===== src/rtl/dda_line_point_walker_assert.svh =====
// Assertion macros used by the walker controller
`ifndef DDA_LINE_POINT_WALKER_ASSERT_SVH
`define DDA_LINE_POINT_WALKER_ASSERT_SVH

// implication checked every cycle outside reset
`define DDA_ASSERT_IMP(lbl, ante, cons) \
  lbl: assert property (@(posedge clk) disable iff (rst) (ante) |-> (cons)) \
    else $error("dda check failed");

// implication checked in the cycle after the antecedent
`define DDA_ASSERT_NEXT(lbl, ante, cons) \
  lbl: assert property (@(posedge clk) disable iff (rst) (ante) |=> (cons)) \
    else $error("dda check failed");

`endif


===== src/rtl/dda_pkg.sv =====
package dda_pkg;
  localparam int COORD_BITS = 5;
  localparam int FRAC_BITS  = 16;
  localparam int ACC_BITS   = COORD_BITS + FRAC_BITS;       // acc value, bound keeps it below 2^ACC
  localparam int SLOPE_BITS = COORD_BITS + FRAC_BITS + 2;   // signed slope
  localparam int SQ_BITS    = 2 * COORD_BITS + 1;           // dx^2+dy^2
  localparam int RAD_BITS   = SQ_BITS + 2 * FRAC_BITS;      // radicand for d
  localparam int ROOT_BITS  = (RAD_BITS + 1) / 2;           // d in Q.F
  localparam int SQRT_ITERS = (RAD_BITS + 1) / 2;
  localparam int NUM_BITS   = COORD_BITS + 2 * FRAC_BITS;   // slope dividend
  localparam int STEP_BITS  = COORD_BITS + 2;               // point count
  localparam int DIV_CNT_BITS = $clog2(NUM_BITS + 1);
  localparam int SQ_CNT_BITS  = $clog2(SQRT_ITERS + 1);

  // command from controller to datapath
  typedef struct packed {
    logic load;      // capture endpoints, set accumulators
    logic sqrt_step; // one root iteration
    logic div_init;  // start divisions
    logic div_step;  // one quotient bit of both divisions
    logic fin_slope; // apply signs, set count
    logic advance;   // step accumulators
  } dda_cmd_t;

  // status from datapath to controller
  typedef struct packed {
    logic zero_len;
    logic last;
  } dda_stat_t;
endpackage


===== src/rtl/dda_ctrl.sv =====
module dda_ctrl (
  input  logic               clk,
  input  logic               rst,
  input  logic               in_fire,
  input  logic               out_fire,
  input  dda_pkg::dda_stat_t stat,
  output dda_pkg::dda_cmd_t  cmd,
  output logic               in_ready,
  output logic               out_valid
);
  import dda_pkg::*;
  `include "dda_line_point_walker_assert.svh"

  typedef enum logic [4:0] {
    S_IDLE = 5'b00001,
    S_SQRT = 5'b00010,
    S_DIV0 = 5'b00100,
    S_DIV  = 5'b01000,
    S_EMIT = 5'b10000
  } state_t;

  state_t state, state_next;
  logic [DIV_CNT_BITS-1:0] cnt, cnt_next;

  assign in_ready  = (state == S_IDLE);
  assign out_valid = (state == S_EMIT);

  // sequencing
  always_comb begin
    state_next = state;
    cnt_next   = cnt;
    cmd        = '0;
    case (state)
      S_IDLE: begin
        cmd.load = in_fire;
        cnt_next = '0;
        if (in_fire) state_next = S_SQRT;
      end
      S_SQRT: begin
        if (stat.zero_len) begin
          cmd.fin_slope = 1'b1;
          state_next    = S_EMIT;
        end else begin
          cmd.sqrt_step = 1'b1;
          cnt_next      = cnt + 1'b1;
          if (cnt == DIV_CNT_BITS'(SQRT_ITERS - 1)) state_next = S_DIV0;
        end
      end
      S_DIV0: begin
        cmd.div_init = 1'b1;
        cnt_next     = '0;
        state_next   = S_DIV;
      end
      S_DIV: begin
        cmd.div_step = 1'b1;
        cnt_next     = cnt + 1'b1;
        if (cnt == DIV_CNT_BITS'(NUM_BITS - 1)) begin
          state_next = S_EMIT;
        end
      end
      S_EMIT: begin
        if (out_fire) begin
          cmd.advance = 1'b1;
          if (stat.last) state_next = S_IDLE;
        end
      end
      default: state_next = S_IDLE;
    endcase
    if (state == S_DIV && cnt == DIV_CNT_BITS'(NUM_BITS - 1)) cmd.fin_slope = 1'b1;
  end

  always_ff @(posedge clk) begin
    if (rst) begin
      state <= S_IDLE;
      cnt   <= '0;
    end else begin
      state <= state_next;
      cnt   <= cnt_next;
    end
  end

  `DDA_ASSERT_NEXT(a_last_idle, out_fire && stat.last, in_ready)
  `DDA_ASSERT_IMP(a_no_cmd_overlap, cmd.advance, !(cmd.load || cmd.sqrt_step || cmd.div_step))
  `DDA_ASSERT_NEXT(a_load_busy, in_fire, !in_ready)
endmodule


===== src/rtl/dda_datapath.sv =====
module dda_datapath (
  input  logic                         clk,
  input  logic [dda_pkg::COORD_BITS-1:0] start_x,
  input  logic [dda_pkg::COORD_BITS-1:0] start_y,
  input  logic [dda_pkg::COORD_BITS-1:0] end_x,
  input  logic [dda_pkg::COORD_BITS-1:0] end_y,
  input  dda_pkg::dda_cmd_t            cmd,
  output dda_pkg::dda_stat_t           stat,
  output logic [dda_pkg::COORD_BITS-1:0] point_x,
  output logic [dda_pkg::COORD_BITS-1:0] point_y,
  output logic                         last_point
);
  import dda_pkg::*;

  localparam int MAG_BITS = COORD_BITS + FRAC_BITS; // |end - start - 1/2|
  localparam logic [ACC_BITS:0] ACC_MAX = {1'b0, {ACC_BITS{1'b1}}};

  logic [COORD_BITS-1:0] sx, sy, ex, ey;
  logic [SQ_BITS-1:0]    sq;
  logic [RAD_BITS-1:0]   rem;       // root remainder (full radicand)
  logic [ROOT_BITS-1:0]  root;
  logic [NUM_BITS-1:0]   qx, qy;    // dividends shifting into quotients
  logic [ROOT_BITS:0]    rx, ry;    // partial remainders
  logic                  negx, negy;
  logic [ACC_BITS:0]     acc_x, acc_y;
  logic signed [SLOPE_BITS-1:0] slope_x, slope_y;
  logic [STEP_BITS-1:0]  steps_left;
  logic [SQ_CNT_BITS-1:0] sq_i;

  // endpoint distances
  logic [COORD_BITS-1:0] dx, dy;
  assign dx = (start_x > end_x) ? start_x - end_x : end_x - start_x;
  assign dy = (start_y > end_y) ? start_y - end_y : end_y - start_y;

  // restoring root step, one result bit per cycle, MSB pair first
  logic [RAD_BITS+1:0] trial;
  logic [RAD_BITS-1:0] rem_hi;
  logic [1:0]          pair;
  logic [RAD_BITS+1:0] rem_sh;
  logic [5:0]          sh;
  assign sh     = 6'(2 * (SQRT_ITERS - 1 - int'(sq_i)));
  assign pair   = 2'(({sq, {2*FRAC_BITS{1'b0}}} >> sh));
  assign rem_sh = {rem, pair};
  assign trial  = {root, 2'b01};
  assign rem_hi = '0;

  // divider step for one slope
  function automatic logic [ROOT_BITS:0] div_rem(input logic [ROOT_BITS:0] r,
                                                 input logic b,
                                                 input logic [ROOT_BITS-1:0] d);
    logic [ROOT_BITS+1:0] t;
    t = {r, b};
    if (t >= {2'b00, d}) t = t - {2'b00, d};
    return t[ROOT_BITS:0];
  endfunction

  function automatic logic div_bit(input logic [ROOT_BITS:0] r, input logic b,
                                   input logic [ROOT_BITS-1:0] d);
    return ({r, b} >= {2'b00, d});
  endfunction

  function automatic logic [MAG_BITS-1:0] mag_of(input logic [COORD_BITS-1:0] s,
                                                 input logic [COORD_BITS-1:0] e);
    logic [MAG_BITS-1:0] f, t;
    f = {s, 1'b1, {FRAC_BITS-1{1'b0}}};
    t = {e, {FRAC_BITS{1'b0}}};
    return (t < f) ? f - t : t - f;
  endfunction

  // saturating accumulator add
  function automatic logic [ACC_BITS:0] adv(input logic [ACC_BITS:0] a,
                                            input logic signed [SLOPE_BITS-1:0] s);
    logic signed [SLOPE_BITS+1:0] v;
    v = $signed({3'b000, a}) + s;
    if (v < 0) return '0;
    if (v > $signed({3'b000, ACC_MAX})) return ACC_MAX;
    return v[ACC_BITS:0];
  endfunction

  // final quotient bits including the one being shifted in this cycle
  logic [NUM_BITS-1:0] qx_f, qy_f;
  assign qx_f = {qx[NUM_BITS-2:0], div_bit(rx, qx[NUM_BITS-1], root)};
  assign qy_f = {qy[NUM_BITS-2:0], div_bit(ry, qy[NUM_BITS-1], root)};

  always_ff @(posedge clk) begin
    if (cmd.load) begin
      sx <= start_x; sy <= start_y; ex <= end_x; ey <= end_y;
      sq <= SQ_BITS'(dx * dx) + SQ_BITS'(dy * dy);
      acc_x <= {1'b0, start_x, 1'b1, {FRAC_BITS-1{1'b0}}};
      acc_y <= {1'b0, start_y, 1'b1, {FRAC_BITS-1{1'b0}}};
      rem <= '0; root <= '0; sq_i <= '0;
    end
    if (cmd.sqrt_step) begin
      sq_i <= sq_i + 1'b1;
      if (rem_sh >= trial) begin
        rem  <= RAD_BITS'(rem_sh - trial);
        root <= {root[ROOT_BITS-2:0], 1'b1};
      end else begin
        rem  <= RAD_BITS'(rem_sh) | rem_hi;
        root <= {root[ROOT_BITS-2:0], 1'b0};
      end
    end
    if (cmd.div_init) begin
      qx <= {mag_of(sx, ex), {FRAC_BITS{1'b0}}};
      qy <= {mag_of(sy, ey), {FRAC_BITS{1'b0}}};
      negx <= ({ex, {FRAC_BITS{1'b0}}} < {sx, 1'b1, {FRAC_BITS-1{1'b0}}});
      negy <= ({ey, {FRAC_BITS{1'b0}}} < {sy, 1'b1, {FRAC_BITS-1{1'b0}}});
      rx <= '0; ry <= '0;
    end
    if (cmd.div_step) begin
      rx <= div_rem(rx, qx[NUM_BITS-1], root);
      ry <= div_rem(ry, qy[NUM_BITS-1], root);
      qx <= {qx[NUM_BITS-2:0], div_bit(rx, qx[NUM_BITS-1], root)};
      qy <= {qy[NUM_BITS-2:0], div_bit(ry, qy[NUM_BITS-1], root)};
    end
    if (cmd.fin_slope) begin
      if (sq == '0) begin
        slope_x <= '0; slope_y <= '0;
        steps_left <= STEP_BITS'(1);
      end else begin
        slope_x <= negx ? -$signed(SLOPE_BITS'(qx_f)) : $signed(SLOPE_BITS'(qx_f));
        slope_y <= negy ? -$signed(SLOPE_BITS'(qy_f)) : $signed(SLOPE_BITS'(qy_f));
        steps_left <= STEP_BITS'(root >> FRAC_BITS) + 1'b1;
      end
    end
    if (cmd.advance) begin
      acc_x <= adv(acc_x, slope_x);
      acc_y <= adv(acc_y, slope_y);
      steps_left <= steps_left - 1'b1;
    end
  end

  assign stat.zero_len = (sq == '0);
  assign stat.last     = (steps_left == STEP_BITS'(1));
  assign point_x    = acc_x[FRAC_BITS +: COORD_BITS];
  assign point_y    = acc_y[FRAC_BITS +: COORD_BITS];
  assign last_point = stat.last;
endmodule


===== src/rtl/dda_line_point_walker.sv =====
// channel | dir | tdata fields (low bit first)           | tuser
// s_axis  | in  | start_x, start_y, end_x, end_y (20b->24) | -
// m_axis  | out | point_x, point_y (10b->16)              | -, tlast = last_point
// A line is accepted, then runs the root steps, a divide init and the divide steps
// (one quotient bit a cycle for both slopes), then gives one point per cycle while
// m_axis_tready is high. Equal endpoints skip root and divide and emit one point.
// The input is taken only when idle; output stall holds the current point.
// rst is synchronous, active high, and returns the block to idle.
module dda_line_point_walker (
  input  logic        clk,
  input  logic        rst,
  input  logic        s_axis_tvalid,
  output logic        s_axis_tready,
  input  logic [23:0] s_axis_tdata,  // start_x, start_y, end_x, end_y
  output logic        m_axis_tvalid,
  input  logic        m_axis_tready,
  output logic [15:0] m_axis_tdata,  // point_x, point_y
  output logic        m_axis_tlast
);
  import dda_pkg::*;

  dda_cmd_t  cmd;
  dda_stat_t stat;
  logic [COORD_BITS-1:0] px, py;

  dda_ctrl u_ctrl (
    .clk, .rst,
    .in_fire  (s_axis_tvalid && s_axis_tready),
    .out_fire (m_axis_tvalid && m_axis_tready),
    .stat, .cmd,
    .in_ready (s_axis_tready),
    .out_valid(m_axis_tvalid)
  );

  dda_datapath u_dp (
    .clk,
    .start_x (s_axis_tdata[4:0]),
    .start_y (s_axis_tdata[9:5]),
    .end_x   (s_axis_tdata[14:10]),
    .end_y   (s_axis_tdata[19:15]),
    .cmd, .stat,
    .point_x (px),
    .point_y (py),
    .last_point(m_axis_tlast)
  );

  assign m_axis_tdata = {6'd0, py, px};
endmodule

===== config.mk =====
export PLATFORM = sky130hd
export DESIGN_NAME = dda_line_point_walker
export DESIGN_NICKNAME = d
export VERILOG_FILES = /design/src/rtl/dda_pkg.sv /design/src/rtl/dda_ctrl.sv /design/src/rtl/dda_datapath.sv /design/src/rtl/dda_line_point_walker.sv
export VERILOG_INCLUDE_DIRS = /design/src /design/src/rtl
export SDC_FILE = /design/constraint.sdc
export NUM_CORES = 1
export LEC_CHECK = 0
export BUFFER_PORTS_ARGS = -buffer_cell sky130_fd_sc_hd__buf_2
export CAP_MARGIN = 20
export CORE_MARGIN = 2
export CORE_UTILIZATION = 45
export DETAILED_ROUTE_END_ITERATION = 10
export GPL_ROUTABILITY_DRIVEN = 0
export PLACE_DENSITY = 0.64
export SLEW_MARGIN = 10
export SYNTH_ARGS = -nofsm -noshare
export SYNTH_HDL_FRONTEND = slang
export SYNTH_SLANG_ARGS = --single-unit

===== constraint.sdc =====
create_clock -name clk -period 10.4 [get_ports clk]
set_clock_uncertainty 0.15 [all_clocks]
set_input_delay 1.04 -clock clk [delete_from_list [all_inputs] [get_ports clk]]
set_output_delay 1.04 -clock clk [all_outputs]
set_load 0.02 [all_outputs]

**Yosys cells after proc, flatten, opt, wreduce, memory -nomap -nowiden**

Cells that the tools add are included.
W data, S select, Z words.

- Output and inout port bits: 19
- Memory bits (read-only): 0
- RAM bits: 0
- Input port bits: 28
- Memories kept: 0
- Logic and storage cells: 149
- Latch bits: 0
- Flip-flop bits (word level): 331

- Shifts and indexed selects: 1
- Eq/ne operators: 14
- Add/subtract/negate cells: 21
- Magnitude comparators: 11
- Reductions and logical operators: 12
- Multiplexer cells: 67
- Multiply operators: 2
- Bitwise gates (word level): 0
- Divide/modulo/power cells: 0

Operators with widths:

| operator | number |
|---|---|
| $mux W22 | 14 |
| $mux W23 | 7 |
| $mux W37 | 4 |
| $mux W43 | 3 |
| $sub A21 B21 Y21 | 4 |
| $mux W5 | 10 |
| $add A23 B23 Y24 | 2 |
| $ge A24 B22 Y1 | 2 |
| $gt A24 B22 Y1 const B | 2 |
| $lt A24 B1 Y1 const B | 2 |
| $neg A23 Y23 | 2 |
| $sub A23 B22 Y23 | 2 |
| $ge A45 B24 Y1 | 1 |
| $shr A43 B6 Y2 | 1 |
| $sub A43 B24 Y43 | 1 |
| $lt A21 B21 Y1 | 2 |
| $mux W21 | 2 |
| $pmux W5 S5 | 1 |
| $mux W1 | 21 |
| $mux W7 | 3 |
| $mul A5 B5 Y10 | 2 |
| $sub A5 B5 Y5 | 4 |
| $pmux W6 S3 | 1 |
| $add A10 B10 Y11 | 1 |
| 25 further kinds | 34 |

**Logic depth before layout (Yosys ltp)**

Gate-level depths: netlist of the first run.

- Word-level depth: 10
- Gate-level depth with buffers: 28
- Mapped depth without buffers: 27

**Modules after synthesis**

Synthesis of the first run repeated with hierarchy kept, for this count alone.

- Cell total of the unflattened synthesis: 2293
- Area total of the unflattened synthesis: 22859.4 µm²

By module, submodules not included:

| module | area each (µm²) | cells each | instances | sequential area each (µm²) |
|---|---|---|---|---|
| dda_datapath | 22112.5 | 2201 | 1 | 9609.2 |
| dda_ctrl | 685.7 | 83 | 1 | 220.2 |
| dda_line_point_walker | 61.3 | 9 | 1 | 0.0 |

**Worst setup path before layout of the first run**

OpenSTA, ideal clock, no wires.

- Path type: input port to flip-flop
- From: input s_axis_tdata[6]
- To: register u_dp.sq[10] (data pin)
- Setup slack: 2.535 ns
- Data required time: 9.992 ns
- Buffers on the path: 0
- Stages on the path: 26
- Arrival: 7.458 ns
- Library setup time: 0.258 ns
- Cells stage by stage: inv_1 ha_1 nor2b_1 o21a_1 o21ai_0 a21oi_1 mux2i_1 o21ai_0 a21oi_1 mux2_2 fa_1 fa_1 inv_1 fa_1 inv_1 fa_1 fa_1 ha_1 nor2b_1 o21ai_0 a21boi_0 o21ai_0 nand2b_1 a21o_1 a21oi_1 xnor2_1

- Word-level cells in the longest chain between the ends: 4
- Elaborated cells between the ends (all ways): 6
- Classes of those cells: add/sub (3); mul (1); order compare (1); mux (1)

Ends and longest elaborated chain:

| item | line | text |
|---|---|---|
| start: declaration | dda_line_point_walker.sv:14 | `input logic [23:0] s_axis_tdata,` |
| $sub A5 B5 Y5 / $gt A5 B5 Y1 (equally long branches) | dda_datapath.sv:33 | `assign dy = (start_y > end_y) ? start_y - end_y : end_y - start_y;` |
| $mux W5 (*) | dda_datapath.sv:33 |  |
| $mul A5 B5 Y10 (*) | dda_datapath.sv:88 | `sq <= SQ_BITS'(dx * dx) + SQ_BITS'(dy * dy);` |
| $add A10 B10 Y11 (*) | dda_datapath.sv:88 |  |
| end signal: assignment | dda_datapath.sv:88 |  |
| end: declaration | dda_datapath.sv:19 | `logic [SQ_BITS-1:0] sq;` |

Every way passes the cells marked *; elsewhere a longest branch is shown, timed or not.
A chain may end at the register's enable or synchronous reset.

**Worst setup path after layout of the first run**

Ends and elaborated chain as after synthesis.

==> results of run 1 <==
power by group through the flow:
stage | Sequential [mW] | Clock (mW) | Combinational, mW
3_5_place_dp | 1.69 | 0 | 1.55
3_3_place_gp | 1.69 | 0 | 1.52
2_1_floorplan | 1.67 | 0 | 1.24
4_1_cts | 1.67 | 1.51 | 1.56
5_1_grt | 1.68 | 1.56 | 1.78
6_report | 1.67 | 1.47 | 1.55
worst paths after layout:
kind	from	endpoint	depth (start not counted)
worst max-delay path	s_axis_tdata[6]	u_dp.sq[10]	27
worst min-delay path	u_dp.qy[30]	u_dp.qy[31]	1
worst max register to register	u_dp.root[9]	u_dp.slope_x[22]	17
worst min register to register	u_dp.qy[30]	u_dp.qy[31]	1
flip-flops by register name (all words and copies together) (netlist names):
signal	flops
u_dp.ey	5
u_dp.slope_x	23
u_dp.steps_left	7
u_dp.root	22
u_dp.negy	1
u_ctrl.state	5
u_dp.qx	37
u_dp.sq_i	5
u_ctrl.cnt	6
u_dp.sq	11
u_dp.slope_y	23
u_dp.rx	23
u_dp.acc_y	22
u_dp.sy	5
u_dp.rem	43
u_dp.qy	37
u_dp.acc_x	22
u_dp.negx	1
u_dp.ry	23
u_dp.ex	5
u_dp.sx	5
cells by family (layout without fill, tap and decap cells):
| logic type | Yosys count | after routing | share of synthesized area, % |
|---|---|---|---|
| AOI/OAI and AO/OA | 584 | 584 | 16.4 |
| xor gates and xnor gates | 158 | 158 | 5.87 |
| adders and majority gates | 214 | 214 | 12.3 |
| buffers and inverters | 262 | 284 | 4.57 |
| DFF | 331 | 331 | 41.7 |
| muxes | 44 | 44 | 1.93 |
| other | 1 | 9 | 0.0159 |
| and+or+nand+nor | 812 | 812 | 17.2 |
layer usage:
| layer | vias up | GRT usage (%) | wire length [um] |
|---|---|---|---|
| met3 | 79 | 2.89 | 2440 |
| met5 | - | 0 | 33 |
| li1 | 8812 | - | - |
| met1 | 8571 | 27.4 | 25000 |
| met4 | 4 | 5.55 | 1150 |
| met2 | 380 | 33.6 | 25800 |
cell usage after synthesis (7+ instances only):
master      n
o211ai_1   23
o21a_1     25
a211o_1     9
nand2b_1   25
clkbuf_1   68
a211oi_1   22
edfxtp_1  320
a31oi_1    30
buf_4      17
or4_1      14
nand3_1    55
nor3b_1    13
o22ai_1    13
nor3_1     53
or3_1      48
and2_1     67
xnor2_1    86
nor2_1    208
o41ai_1    10
nand3b_1    9
nand2_1   190
xor2_1     72
a21o_1     66
mux2_2      8
ha_1      183
nand4_1    27
mux2i_1    35
o21bai_1   10
inv_1     162
a311oi_1    7
or2_2      10
nor2b_1    22
a31o_2      8
o21ai_0    65
o31ai_1    23
a21oi_1   195
nor4_1     24
a2111o_1    7
dfxtp_1    11
o21ai_1     8
fa_1       31
and3_1     23
critical path: stages:
cell      delay (ns)
buf_2           0.14
inv_1           0.12
ha_1            0.34
nor2b_1         0.14
o21a_1          0.14
o21ai_0         0.08
a21oi_1         0.50
mux2i_1         0.35
o21ai_0         0.19
a21oi_1         0.65
mux2_2          0.44
fa_1            0.53
fa_1            0.55
inv_1           0.06
fa_1            0.56
inv_1           0.07
fa_1            0.56
fa_1            0.43
ha_1            0.35
nor2b_1         0.14
o21ai_0         0.19
a21boi_0        0.14
o21ai_0         0.18
nand2b_1        0.11
a21o_1          0.19
a21oi_1         0.17
xnor2_1         0.07
stage by stage:
stage / cells / setup WS [ns] / utilization (%) / hold WS, ns
floorplan: 2413 / 2.53 / - / 0.306
global placement: 3047 / 1.87 / 47.2 / 0.338
detailed placement: 3047 / 1.66 / 47.2 / 0.341
CTS: 3115 / 2.19 / 49.8 / 0.351
global route: 3116 / 1.71 / 49.8 / 0.368
finish: 3116 / 2.11 / 49.8 / 0.348
layout make-up:
cell class / instances / area [sq um] / share of cell area, %
antenna: 1 / 2.50 / 0.00975
clock buffer: 44 / 995 / 3.87
clock inverter: 24 / 355 / 1.38
inverter: 165 / 619 / 2.41
multi-input combinational: 1820 / 12700 / 49.6
sequential: 331 / 9830 / 38.3
tap: 680 / 851 / 3.31
timing repair buffer: 51 / 293 / 1.14
==> results.yml, run 1 <==
status:
  status: "complete, no violations"
clocking:
  htree_num_levels: 2
  cts_buffer_depth: 3
  cts_buffers: 39
  cts.sinks: 331
  cts-resized-gates: 0
  clkLatencyLatePin_ns: 0.55
  holdBufCountCts: 0
  tritoncts: "yes"
  clkTransAtPathRegs_ns: 0.06
  cts-root-buf: "clkbuf_16"
  post_cts_buffers: 0
sta:
  hold_viol: 0
  rsz0062_at_grt: "false"
  slew_headroom_pct: 23.8
  fin_crit_sh_pct: 79.7
  timing.fmax_mhz: 121
  setup_tns_ns: 0
  finalWorstPathRequiredPeriod_ns: 8.29
  worst_pin_slew_ns: 1.14
  finalSetupViolCount: 0
  drv_slew: 0
placement:
  place_hpwl_um: 38700
  numPortBuffers: 36
  dpl-instance-area_sq_mm: 0.0243
cells_and_area:
  layout_commonest_cell: "edfxtp_1"
  syn2layout_area_growth_pct: 8.91
  most-common-layout-cells: "edfxtp_1 (320), nor2_1 (208), a21oi_1 (195), nand2_1 (186), ha_1 (183)"
  nets: 2650
  drive_gt1_share_pct: 6.49
  stdcell_area_sq_mm: 0.0257
  nFillCells: 4792
critical_path:
  arrival_ns: 8.44
  worst-setup-path-type: "in -> reg"
  end_kind: "flop"
  cp-start-kind: "input pin"
  critPathMaxFanout: 6
  regToRegSetupSlack_ns: 4.41
  crit_required_ns: 10.55
worst_hold_path:
  min_path_type: "reg -> reg"
global_route:
  grt_usage_pct: 20.2
  grt_overflow: 0
  grt_max_degree: 78
  antenna_found_initial: 3
  grt_first_pass_wirelength_um: 88700
  grt_pass1_vias: 17400
flow_run:
  cap_violations: 0
route:
  viasPerCell: 5.73
  drt_first_pass_iters: 7
  ant_nets: 0
  drtIter0Drc: 1264
  wire_per_inst_um: 17.5
  num_vias: 17800
  drc_errors: 0
  wl_um: 54500
synth:
  async_flop_share_pct: 0
  synthCells: 2406
  yosysSeqAreaShare_pct: 41.7
  synth_top_area_share_pct: 40.8
  ys_top_cells_by_area: "edfxtp_1 (41%), ha_1 (9.7%), a21oi_1 (4.1%)"
  avgSynthCellArea_sq_um: 9.80
  yosysUniqueCellTypes: 93
  synth_top_flop_cell: "edfxtp_1"
  yosysWarnings: 0
  synth-seq-cells: 331
  synth.cell_area_sq_mm: 0.0236
  synth_top_area_cell: "edfxtp_1"
  synth-edff-count: 320
power_and_ir_drop:
  comb_power_share_pct: 33.2
  switchingPower_mw: 1.50
  intPower_mw: 3.19
  irDropWorstVdd_mv: 0.301
  p_leak_nw: 10.1
  pwr-share-clk_pct: 31.3
  p_total_mw: 4.69
  powerDensity_mw_per_mm2: 183
  pwr-share-seq_pct: 35.5
  swShare_pct: 32.0
floorplanning:
  die_h_um: 233
  rows: 83
  die_x_um: 233
  start_util_pct: 45.8
  io_pins: 47
  die_area_sq_mm: 0.0542
  core_sq_mm: 0.0515
No activity file was read; power rests on OpenSTA's default activity.
==> run 2: changes to the inputs <==
==> constraint.sdc (replaced) <==
create_clock -name clk -period 8.3 [get_ports clk]
set_clock_uncertainty 0.15 [all_clocks]
set_input_delay 0.83 -clock clk [delete_from_list [all_inputs] [get_ports clk]]
set_output_delay 0.83 -clock clk [all_outputs]
set_load 0.02 [all_outputs]
==> run 2 against run 1 <==
  * Sequential share of layout area rose by 0.20 points
  * Setup slack got worse by 1.4 ns
  * Flip-flop and latch count is the same
  * Routed wire length is 0.98% lower
  * First-iteration DRC count did not move
  * Sequential power grew 25%
  * Via count grew 0.79%
  * Combinational power grew 26%
  * Count of clock-buffer cells in the layout shrank 2
==> results.yml, run 2 (synthesis results as in run 1) <==
status:
  status: "complete, no violations"
power_and_ir_drop:
  p_total_mw: 5.70
  p_leak_nw: 10.1
  irDropWorstVdd_mv: 0.316
  powerDensity_mw_per_mm2: 223
clocking:
  htree_num_levels: 2
  clkLatencyLatePin_ns: 0.54
  cts_buffers: 38
  cts.sinks: 331
  cts_buffer_depth: 3
  cts-resized-gates: 0
  clkTransAtPathRegs_ns: 0.06
  cts-root-buf: "clkbuf_16"
  post_cts_buffers: 0
  holdBufCountCts: 0
  tritoncts: "yes"
cells_and_area:
  nets: 2650
  syn2layout_area_growth_pct: 8.34
  largest-register: "u_dp.rem"
  multiInputGateArea_sq_mm: 0.0127
  most-common-layout-cells: "edfxtp_1 (320), nor2_1 (208), a21oi_1 (195), nand2_1 (186), ha_1 (183)"
  finalNonFillerCells: 3117
  nFillCells: 4735
  reg_top3: "u_dp.rem (43), u_dp.qx (37), u_dp.qy (37)"
  largest_reg_flops: 43
  seqCellArea_sq_mm: 0.00983
  layout_commonest_cell: "edfxtp_1"
  drive_gt1_share_pct: 6.45
floorplanning:
  start_util_pct: 45.8
  core_sq_mm: 0.0515
  die_x_um: 233
  die_h_um: 233
  die_area_sq_mm: 0.0542
  io_pins: 47
  rows: 83
critical_path:
  arrival_ns: 7.77
  critPathMaxFanout: 5
  cp-start-kind: "input pin"
  end_kind: "flop"
  worst-setup-path-type: "in -> reg"
  cpMostUsedCell: "fa_1"
  slowest_delay_ns: 0.56
  crit_required_ns: 8.44
  cp_slowest_cell: "fa_1"
sta:
  fin_crit_sh_pct: 91.9
  setup_tns_ns: 0
  drv_slew: 0
  rsz0062_at_grt: "false"
  slew_headroom_pct: 26.5
  finalSetupViolCount: 0
  worst_pin_slew_ns: 1.10
  finalWorstPathRequiredPeriod_ns: 7.63
  hold_viol: 0
  timing.fmax_mhz: 131
route:
  ant_nets: 0
  drt_first_pass_iters: 6
  drtIter0Drc: 1264
  viasPerCell: 5.77
  num_vias: 18000
  wl_um: 54000
  drc_errors: 0
  wire_per_inst_um: 17.3
worst_hold_path:
  min_path_type: "in -> reg"
placement:
  dpl.cell_count: 3048
  numPortBuffers: 36
  place_hpwl_um: 38600
global_route:
  grt_usage_pct: 19.9
  grt_first_pass_wirelength_um: 87800
  grt_overflow: 0
  grt_max_degree: 71
  antenna_found_initial: 3
  grt_pass1_vias: 17600
flow_run:
  cap_violations: 0
==> run 2: cell types whose count changed in the layout (fill, tap and decap cells not counted), sizes merged <==
cell / change
clkinv: +7
diode: +1
buf: +1
bufinv: -5
clkbuf: -2
inv: +2
clkinvlp: -3
==> run 2: path summary, 6_finish.rpt <==
| check | startpoint | to | cells after the start | slack, ns |
|---|---|---|---|---|
| max | s_axis_tdata[6] | u_dp.sq[10] | 27 | 0.67 |
| min | s_axis_tdata[14] | u_dp.ex[4] | 1 | 0.34 |
| max reg2reg | u_dp.root[17] | u_dp.slope_x[22] | 17 | 2.18 |
| min reg2reg | u_ctrl.cnt[1] | u_ctrl.cnt[1] | 2 | 0.35 |
==> run 2: worst max-delay path, delay by kind of cell <==
kind / cells / cell delay (ns)
adders and majority gates: 7 / 3.30
muxes: 2 / 0.72
AOI/OAI and AO/OA: 10 / 2.03
xor gates and xnor gates: 1 / 0.08
and+or+nand+nor: 3 / 0.44
buffers and inverters: 4 / 0.36
==> run 2: layout make-up <==
| type | count | share of cell area, % |
|---|---|---|
| tap | 680 | 3.33 |
| timing repair buffer | 52 | 1.18 |
| clock inverter | 25 | 0.941 |
| multi-input combinational | 1820 | 49.8 |
| sequential | 331 | 38.5 |
| antenna | 2 | 0.0196 |
| inverter | 165 | 2.43 |
| clock buffer | 42 | 3.78 |
==> run 2: where the power goes <==
| part | switching, mW | leakage [nW] | internal [mW] | total, mW |
|---|---|---|---|---|
| registers | 0.0715 | 2.95 | 2.02 | 2.09 |
| logic | 1.11 | 6.51 | 0.842 | 1.95 |
| clock network | 0.695 | 0.594 | 0.967 | 1.66 |
==> run 2: per-layer routing <==
metal / part of all wire [%] / global-route usage [%] / wire length (um)
met1: 46 / 26.7 / 24800
met4: 2.4 / 5.65 / 1310
met2: 47 / 33.5 / 25500
met3: 4.3 / 2.71 / 2310
met5: 0.048 / 0 / 26
==> run 2: per-stage QoR <==
stage          utilization [%]  hold WS [ns]  worst slack (ns)  cell area (sq um)
3_5_place_dp              47.2         0.344             0.296              24300
6_report                  49.6         0.342             0.669              25500
2_1_floorplan                -         0.306             0.645              23600
3_3_place_gp              47.2         0.337             0.350              24300
4_1_cts                   49.6         0.321             0.741              25500
5_1_grt                   49.6         0.336             0.164              25500
==> run 3: changes to the inputs <==
--- a/config.mk
+++ b/config.mk
@@ -13,6 +13,7 @@
 export DETAILED_ROUTE_END_ITERATION = 10
 export GPL_ROUTABILITY_DRIVEN = 0
 export PLACE_DENSITY = 0.64
+export REMOVE_ABC_BUFFERS = 1
 export SLEW_MARGIN = 10
 export SYNTH_ARGS = -nofsm -noshare
 export SYNTH_HDL_FRONTEND = slang
==> run 3 against run 2 <==
  * Register-to-register slack better by 0.33 ns
  * Routed wire length is 2.6% higher
  * Flip-flop and latch count stayed put
  * Combinational power hardly changed
  * Via count is 0.57% lower
  * Total power is 3.3% higher
  * Sequential power hardly changed
  * Non-clock buffer count is 1 lower
  * Cell count hardly changed
  * Critical path depth stayed put
  * Critical endpoint unchanged
  * Largest power group unchanged
==> results.yml, run 3 (synthesis results as in run 1) <==
placement:
  dpl.cell_count: 3047
  place_hpwl_um: 39100
  pre_cts_ws_ns: 0.166
  numPortBuffers: 36
route:
  drtIter0Drc: 1005
  wire_per_inst_um: 17.8
  wl_um: 55400
  drc_errors: 0
  viasPerCell: 5.74
  drt_first_pass_iters: 5
  m1WireLength_um: 25900
  ant_nets: 0
  met3_length_um: 2550
  dr.max_layer_used: "met4"
  num_vias: 17900
  wl_met2_um: 25700
flow_run:
  cap_violations: 0
clocking:
  htree_num_levels: 2
  clkTransAtPathRegs_ns: 0.06
  cts_buffers: 40
  cts-resized-gates: 0
  cts.sinks: 331
  cts-root-buf: "clkbuf_16"
  clkLatencyLatePin_ns: 0.57
  cts_buffer_depth: 3
  holdBufCountCts: 0
  tritoncts: "yes"
  post_cts_buffers: 0
cells_and_area:
  finalNonFillerCells: 3118
  drive_gt1_share_pct: 6.60
  most-common-layout-cells: "edfxtp_1 (320), nor2_1 (208), a21oi_1 (195), nand2_1 (186), ha_1 (183)"
  reg_top3: "u_dp.rem (43), u_dp.qx (37), u_dp.qy (37)"
  syn2layout_area_growth_pct: 9.13
  largest_reg_flops: 43
  antenna_cells: 0
  layout_commonest_cell: "edfxtp_1"
  nets: 2651
  nFillCells: 4711
  largest-register: "u_dp.rem"
critical_path:
  regToRegSetupSlack_ns: 2.51
  crit_required_ns: 8.47
  arrival_ns: 7.81
  reg2reg_depth: 17
  reg2reg_from: "u_dp.root[9]"
  cp-start-kind: "input pin"
  reg2reg_to: "u_dp.slope_x[22]"
  end_kind: "flop"
  critPathMaxFanout: 5
  worst-setup-path-type: "in -> reg"
sta:
  setup_tns_ns: 0
  timing.fmax_mhz: 131
  slew_headroom_pct: 28.3
  rsz0062_at_grt: "false"
  finalSetupViolCount: 0
  drv_slew: 0
  finalWorstPathRequiredPeriod_ns: 7.64
  timing.final.ws_setup_ns: 0.661
  worst_pin_slew_ns: 1.07
  fin_crit_sh_pct: 92.0
  hold_slack_ns: 0.298
  hold_viol: 0
worst_hold_path:
  worstHoldStart: "s_axis_tdata[19]"
  min_path_type: "in -> reg"
  worstHoldEndpoint: "u_dp.ey[4]"
  holdPathStages: 1
floorplanning:
  die_h_um: 233
  die_x_um: 233
  start_util_pct: 45.8
  core_sq_mm: 0.0515
  io_pins: 47
  rows: 83
  die_area_sq_mm: 0.0542
global_route:
  grt_first_pass_wirelength_um: 90300
  grt_overflow: 0
  antenna_found_initial: 0
  grt_usage_pct: 20.5
  grt_pass1_vias: 17600
  grt_max_degree: 85
power_and_ir_drop:
  p_leak_nw: 10.1
  irDropWorstVdd_mv: 0.196
  p_total_mw: 5.89
  powerDensity_mw_per_mm2: 229
status:
  status: "complete, no violations"
## run 3: cell types whose count changed in the layout (fill, tap and decap cells not counted), sizes merged
cell	before	now
clkinvlp	1	2
clkbuf	42	52
diode	2	0
buf	52	51
inv	167	164
clkinv	18	13
bufinv	4	5
## run 3: worst max-delay path by stage
| stage | end | slack (ns) | depth (start not counted) | start |
|---|---|---|---|---|
| after floorplan | u_dp.sq[10] | 0.65 | 26 | s_axis_tdata[6] |
| after global placement | u_dp.sq[10] | 0.39 | 27 | s_axis_tdata[6] |
| after detailed placement | u_dp.sq[10] | 0.17 | 27 | s_axis_tdata[6] |
| after CTS | u_dp.sq[10] | 0.70 | 27 | s_axis_tdata[6] |
| after global routing | u_dp.sq[10] | 0.19 | 27 | s_axis_tdata[6] |
| final | u_dp.sq[10] | 0.66 | 27 | s_axis_tdata[6] |
## run 3: per-layer routing
| layer | track usage [%] | up-vias |
|---|---|---|
| met5 | 0 | - |
| met4 | 5.41 | 0 |
| met3 | 3.41 | 83 |
| met2 | 33.8 | 358 |
| met1 | 27.9 | 8637 |
| li1 | - | 8806 |
## run 3: final cells by class
| cell class | instances | area, sq um | area share [%] |
|---|---|---|---|
| clock buffer | 52 | 1140 | 4.44 |
| tap | 680 | 851 | 3.31 |
| sequential | 331 | 9830 | 38.2 |
| inverter | 165 | 619 | 2.41 |
| timing repair buffer | 51 | 293 | 1.14 |
| multi-input combinational | 1820 | 12700 | 49.5 |
| clock inverter | 19 | 259 | 1.01 |
## run 3: power by group
| group | internal (mW) | switching [mW] | leakage [nW] |
|---|---|---|---|
| logic | 0.834 | 1.10 | 6.50 |
| registers | 2.02 | 0.0723 | 2.95 |
| clock network | 1.13 | 0.732 | 0.675 |
| total | 3.98 | 1.91 | 10.1 |
## run 3: per-stage QoR
stage / instance area (sq um) / util (%)
global placement: 24300 / 47.2
detailed placement: 24300 / 47.2
floorplan: 23100 / -
finish: 25700 / 49.9
global route: 25700 / 49.9
CTS: 25700 / 49.9
## run 3: worst max-delay path, cell delays in order
cell	delay (ns)
buf_2	0.13
inv_1	0.10
ha_1	0.35
nor2b_1	0.17
o21a_1	0.14
o21ai_0	0.07
a21oi_1	0.50
mux2i_1	0.33
o21ai_0	0.18
a21oi_1	0.25
mux2_2	0.38
fa_1	0.51
fa_1	0.57
inv_1	0.06
fa_1	0.55
inv_1	0.06
fa_1	0.56
fa_1	0.43
ha_1	0.35
nor2b_1	0.15
o21ai_0	0.22
a21boi_0	0.16
o21ai_0	0.21
nand2b_1	0.11
a21o_1	0.19
a21oi_1	0.17
xnor2_1	0.08
